**config.mk**
```make
export PLATFORM = sky130hd
export DESIGN_NAME = gcw_cell
export DESIGN_NICKNAME = d
export VERILOG_FILES = /design/src/rtl/gcw_pkg.sv /design/src/rtl/gcw_cell.sv
export SDC_FILE = /design/constraint.sdc
export NUM_CORES = 1
export LEC_CHECK = 0
export ABC_AREA = 0
export BUFFER_PORTS_ARGS = -buffer_cell sky130_fd_sc_hd__buf_4
export CORE_ASPECT_RATIO = 1.4
export CORE_UTILIZATION = 35
export CTS_BUF_LIST = sky130_fd_sc_hd__clkbuf_8
export DETAILED_ROUTE_END_ITERATION = 12
export PLACE_DENSITY_LB_ADDON = 0.3
export SETUP_SLACK_MARGIN = 0.05
export SLEW_MARGIN = 30
export SYNTH_ARGS = -nofsm -noshare
export SYNTH_HDL_FRONTEND = slang
export SYNTH_SLANG_ARGS = --single-unit
```
**constraint.sdc**
```tcl
create_clock -name clk -period 10.7 [get_ports clk]
set_clock_uncertainty 0.15 [all_clocks]
set_input_delay 2.14 -clock clk [delete_from_list [all_inputs] [get_ports clk]]
set_output_delay 2.14 -clock clk [all_outputs]
set_load 0.01 [all_outputs]
```
**src/rtl/gcw_pkg.sv**
```systemverilog
// Shared types, constants and the luma function of the grey 3x3 window filter.
// Depends on nothing; gcw_cell and the top level import it.
package gcw_pkg;

  // Line store geometry
  localparam int MAX_WIDTH = 1024;
  localparam int COL_W     = $clog2(MAX_WIDTH);
  localparam int IMG_W_W   = 11;
  localparam int CMP_W     = (COL_W + 1 > IMG_W_W) ? COL_W + 1 : IMG_W_W;
  localparam int MIN_WIDTH = 3;

  // Pixel, grey and weight widths
  localparam int PIX_W  = 8;
  localparam int GREY_W = 8;
  localparam int WGT_W  = 8;
  localparam int PROD_W = WGT_W + GREY_W + 1;
  localparam int ROWS   = 3;
  localparam int COLS   = 3;
  localparam int RES_W  = 20;

  // Configuration port
  localparam int CFG_IDX_W = 2;
  localparam int CFG_W     = 24;

  // Q0.16 luma coefficients
  localparam int FRAC    = 16;
  localparam int LUMA_R  = 19595;
  localparam int LUMA_G  = 38470;
  localparam int LUMA_B  = 7471;
  localparam int LPROD_W = PIX_W + FRAC;

  typedef logic [GREY_W-1:0]       grey_t;
  typedef grey_t [ROWS-1:0]        grey_col_t;
  typedef logic signed [RES_W-1:0] sum_t;

  typedef enum logic [CFG_IDX_W-1:0] {
    REG_IMAGE_WIDTH,
    REG_WEIGHTS_COL0,
    REG_WEIGHTS_COL1,
    REG_WEIGHTS_COL2
  } cfg_reg_t;

  typedef enum logic [2:0] {
    ST_IDLE,
    ST_SHIFT,
    ST_ACC0,
    ST_ACC1,
    ST_ACC2,
    ST_DONE
  } state_t;

  // Sum of three separately truncated channel products
  function automatic grey_t to_grey(logic [PIX_W-1:0] r, logic [PIX_W-1:0] g,
                                    logic [PIX_W-1:0] b);
    logic [LPROD_W-1:0] pr;
    logic [LPROD_W-1:0] pg;
    logic [LPROD_W-1:0] pb;
    pr = LPROD_W'(r) * LPROD_W'(LUMA_R);
    pg = LPROD_W'(g) * LPROD_W'(LUMA_G);
    pb = LPROD_W'(b) * LPROD_W'(LUMA_B);
    return GREY_W'((pr >> FRAC) + (pg >> FRAC) + (pb >> FRAC));
  endfunction

endpackage

```
**src/rtl/gcw_cell.sv**
```systemverilog
// One column cell of the window chain: holds three grey values, adds its weighted
// column to the running sum from its neighbour. Depends on gcw_pkg.
module gcw_cell (
  input  logic                     clk,
  input  logic                     shift,
  input  gcw_pkg::grey_col_t       col_in,
  input  logic [gcw_pkg::CFG_W-1:0] weights,
  input  gcw_pkg::sum_t            acc_in,
  output gcw_pkg::grey_col_t       col_out,
  output gcw_pkg::sum_t            acc_out
);
  import gcw_pkg::*;

  logic signed [PROD_W-1:0] prod [ROWS];
  sum_t                     dot;

  // Weighted column: signed weight times unsigned grey per row offset
  always_comb begin
    dot = '0;
    for (int y = 0; y < ROWS; y++) begin
      prod[y] = $signed(weights[y*WGT_W +: WGT_W]) * $signed({1'b0, col_out[y]});
      dot     = dot + sum_t'(prod[y]);
    end
  end

  // Take the neighbour's column on a shift; pass the running sum on every cycle
  always_ff @(posedge clk) begin
    if (shift) begin
      col_out <= col_in;
    end
    acc_out <= acc_in + dot;
  end

endmodule

```
==> results.sh <==
export IMPL_coreArea_um2=25600
export IMPL_drtAntennaViolNets=0
export IMPL_place_gp_congestion=0.858
export IMPL_cp_required_ns=10.78
export IMPL_synth_edf_count=24
export IMPL_hpwl_um=19700
export IMPL_cp_start_kind="input pin"
export IMPL_cts_hold_buf=0
export IMPL_path_class="input pin to register"
export IMPL_cts_sinks=44
export IMPL_hold_path_class="register to register"
export IMPL_area_delta_synth_final_pct=14.4
export IMPL_syn_nets=1327
export IMPL_clk_pin_slew_ns=0.10
export IMPL_fin_crit_sh_pct=72.3
export IMPL_ff2ff_path_depth=19
export IMPL_synth_seq_area_share_pct=12.2
export IMPL_slowest_delay_ns=0.60
export IMPL_synthFlopType="edfxtp_1"
export IMPL_drive_gt1_share_pct=12.3
export IMPL_synth_area_per_cell_um2=9.73
export IMPL_grt_pass1_wl_um=37100
export IMPL_ys_warn_count=0
export IMPL_fmax_mhz=129
export IMPL_drt_wl_total_um=22500
export IMPL_final_nets=1440
export IMPL_h_tree_depth=2
export IMPL_syn_area_um2=9220
export IMPL_clock_latency_ns=0.36
export IMPL_grt_pass1_vias=7170
export IMPL_dieWidth_um=139
export IMPL_period_needed_ns=7.74
export IMPL_synth_seq_cells=44
export IMPL_status="finished, violations left"
export IMPL_route_detailed_drc=12
export IMPL_rsz0062_at_grt="no"
export IMPL_setup_viol=0
export IMPL_synth_cell_types=44
export IMPL_worst_hold_slack_ns=1.02
export IMPL_cap_violations=0
export IMPL_wl_per_cell_um=16.3
export IMPL_critPathMostFrequentCell="fa_1"
export IMPL_num_vias=6372
export IMPL_tightest_slew_ns=0.465
export IMPL_portBuffers=113
export IMPL_fin_tns_setup_ns=0
export IMPL_grt_max_degree=25
export IMPL_end_kind="register"
export IMPL_hold_viol=0
export IMPL_arrival_ns=7.81
export IMPL_post_cts_buffers=0
export IMPL_hold_depth=3
export IMPL_violations="DRC"
export IMPL_drt_iter0_drc=229
export IMPL_io_pins=114
export IMPL_start_util_pct=36.0
export IMPL_syn_inst=947
export IMPL_slew_headroom_pct=69.0
export IMPL_path_max_fanout=8
export IMPL_cts_resized=0
export IMPL_firstDrtPassIters=10
export IMPL_overflow=0
export IMPL_die_h_um=194
export IMPL_design_die_area_um2=27000
export IMPL_worstPathCellList="buf_4, nand2_1, fa_1, inv_1, fa_1, inv_1, fa_1, fa_1, inv_1, fa_1, inv_1, fa_1, fa_1, inv_1, ha_1, a21oi_1, o21ai_0, a21oi_1, o311ai_1, xor2_1"
export IMPL_viasPerCell=4.61
export IMPL_cts_max_path_buffers=2
export IMPL_antenna_found_initial=0
export IMPL_cpMaxStageDelayCell="fa_1"
export IMPL_cts_inserted_buffers=5
export IMPL_grt_use_total_pct=18.2
export IMPL_root_buffer="clkbuf_8"
export IMPL_num_rows=69
export IMPL_slew_viol_final=0
export IMPL_async_flop_share_pct=0
export IMPL_cts_tree="yes"
-- synth_stat cells, types with 3 or more instances --
library cell	number	share of area [%]
a211oi_1	4	0.33
o21a_1	3	0.24
nand2b_1	6	0.41
nor2b_1	10	0.68
nor2_1	19	0.77
nand3_1	3	0.16
dfxtp_1	20	4.3
o21ai_0	10	0.54
ha_1	126	17
buf_2	4	0.22
nand2_1	84	3.4
xnor2_1	8	0.76
fa_1	184	40
a21oi_1	18	0.98
inv_1	280	11
xor2_1	8	0.76
o211ai_1	3	0.24
and2_1	99	6.7
a21o_1	4	0.33
edfxtp_1	24	7.8
-- critical path: cells and delay by family --
| kind | cells | cell delay [ns] |
|---|---|---|
| simple gates | 1 | 0.09 |
| fa+ha+maj | 8 | 3.99 |
| buf+inv | 6 | 0.43 |
| xor+xnor | 1 | 0.17 |
| compound gates | 4 | 0.96 |
-- logic make-up after synthesis --
| logic type | count (synthesis) | share of synthesized area, % |
|---|---|---|
| XOR/XNOR | 16 | 1.52 |
| adder cells (fa/ha/maj) | 310 | 57.1 |
| multiplexers | 1 | 0.109 |
| AND/OR/NAND/NOR | 233 | 13.2 |
| buffers and inverters | 287 | 11.8 |
| AO/OA/AOI/OAI | 56 | 4.18 |
| flip-flops | 44 | 12.2 |
-- worst paths after layout --
path	endpoint	slack (ns)	start
worst max-delay path	acc_out[17]	2.96	weights[0]
worst min-delay path	acc_out[0]	1.02	col_out[8]
worst max register to register	acc_out[17]	4.23	col_out[5]
worst min register to register	acc_out[0]	1.02	col_out[8]
-- cell usage in the layout, fill, tap and decap left out, types with 3 or more instances in the layout --
| cell type | Yosys | final |
|---|---|---|
| ha_1 | 126 | 126 |
| nand3_1 | 3 | 3 |
| nand2_1 | 84 | 84 |
| nand2b_1 | 6 | 6 |
| o21ai_0 | 10 | 10 |
| a21oi_1 | 18 | 18 |
| o21a_1 | 3 | 3 |
| xnor2_1 | 8 | 8 |
| dfxtp_1 | 20 | 20 |
| xor2_1 | 8 | 8 |
| nor2_1 | 19 | 19 |
| a21o_1 | 4 | 4 |
| nor2b_1 | 10 | 10 |
| a211oi_1 | 4 | 4 |
| edfxtp_1 | 24 | 24 |
| and2_1 | 99 | 99 |
| o211ai_1 | 3 | 3 |
| buf_4 | 0 | 113 |
| inv_1 | 280 | 280 |
| fa_1 | 184 | 184 |
| clkbuf_8 | 0 | 5 |
-- area by class of cell --
cell class	count	area, um^2
clock inverter	3	45.0
timing repair buffer	113	848
antenna	1	2.50
tap	319	399
fill	2543	15100
multi-input combinational	616	7010
sequential	44	1120
inverter	280	1050
clock buffer	5	68.8
-- state kept, by name (all words and copies together), names as in the netlist --
name / count
acc_out: 20
col_out: 24
-- metal layers --
| layer | up-vias | wire length, um | track usage (%) |
|---|---|---|---|
| met3 | 32 | 568 | 1.75 |
| met5 | - | 0 | 0 |
| met1 | 3200 | 8220 | 19.8 |
| met2 | 111 | 13000 | 35.5 |
| met4 | 0 | 693 | 7.33 |
| li1 | 3029 | - | - |
-- stage by stage --
stage / area, um^2 / setup WS [ns] / util (%) / cells
6_report: 10500 / 2.96 / 41.1 / 1381
2_1_floorplan: 9220 / 3.04 / - / 947
3_5_place_dp: 10400 / 2.61 / 40.7 / 1372
3_3_place_gp: 10400 / 2.63 / 40.7 / 1372
5_1_grt: 10500 / 2.72 / 41.1 / 1380
4_1_cts: 10500 / 2.98 / 41.1 / 1380
Power is left out: the tool's default activity adds up to more than one toggle a clock period on the data nets, which glitch-free logic cannot reach.
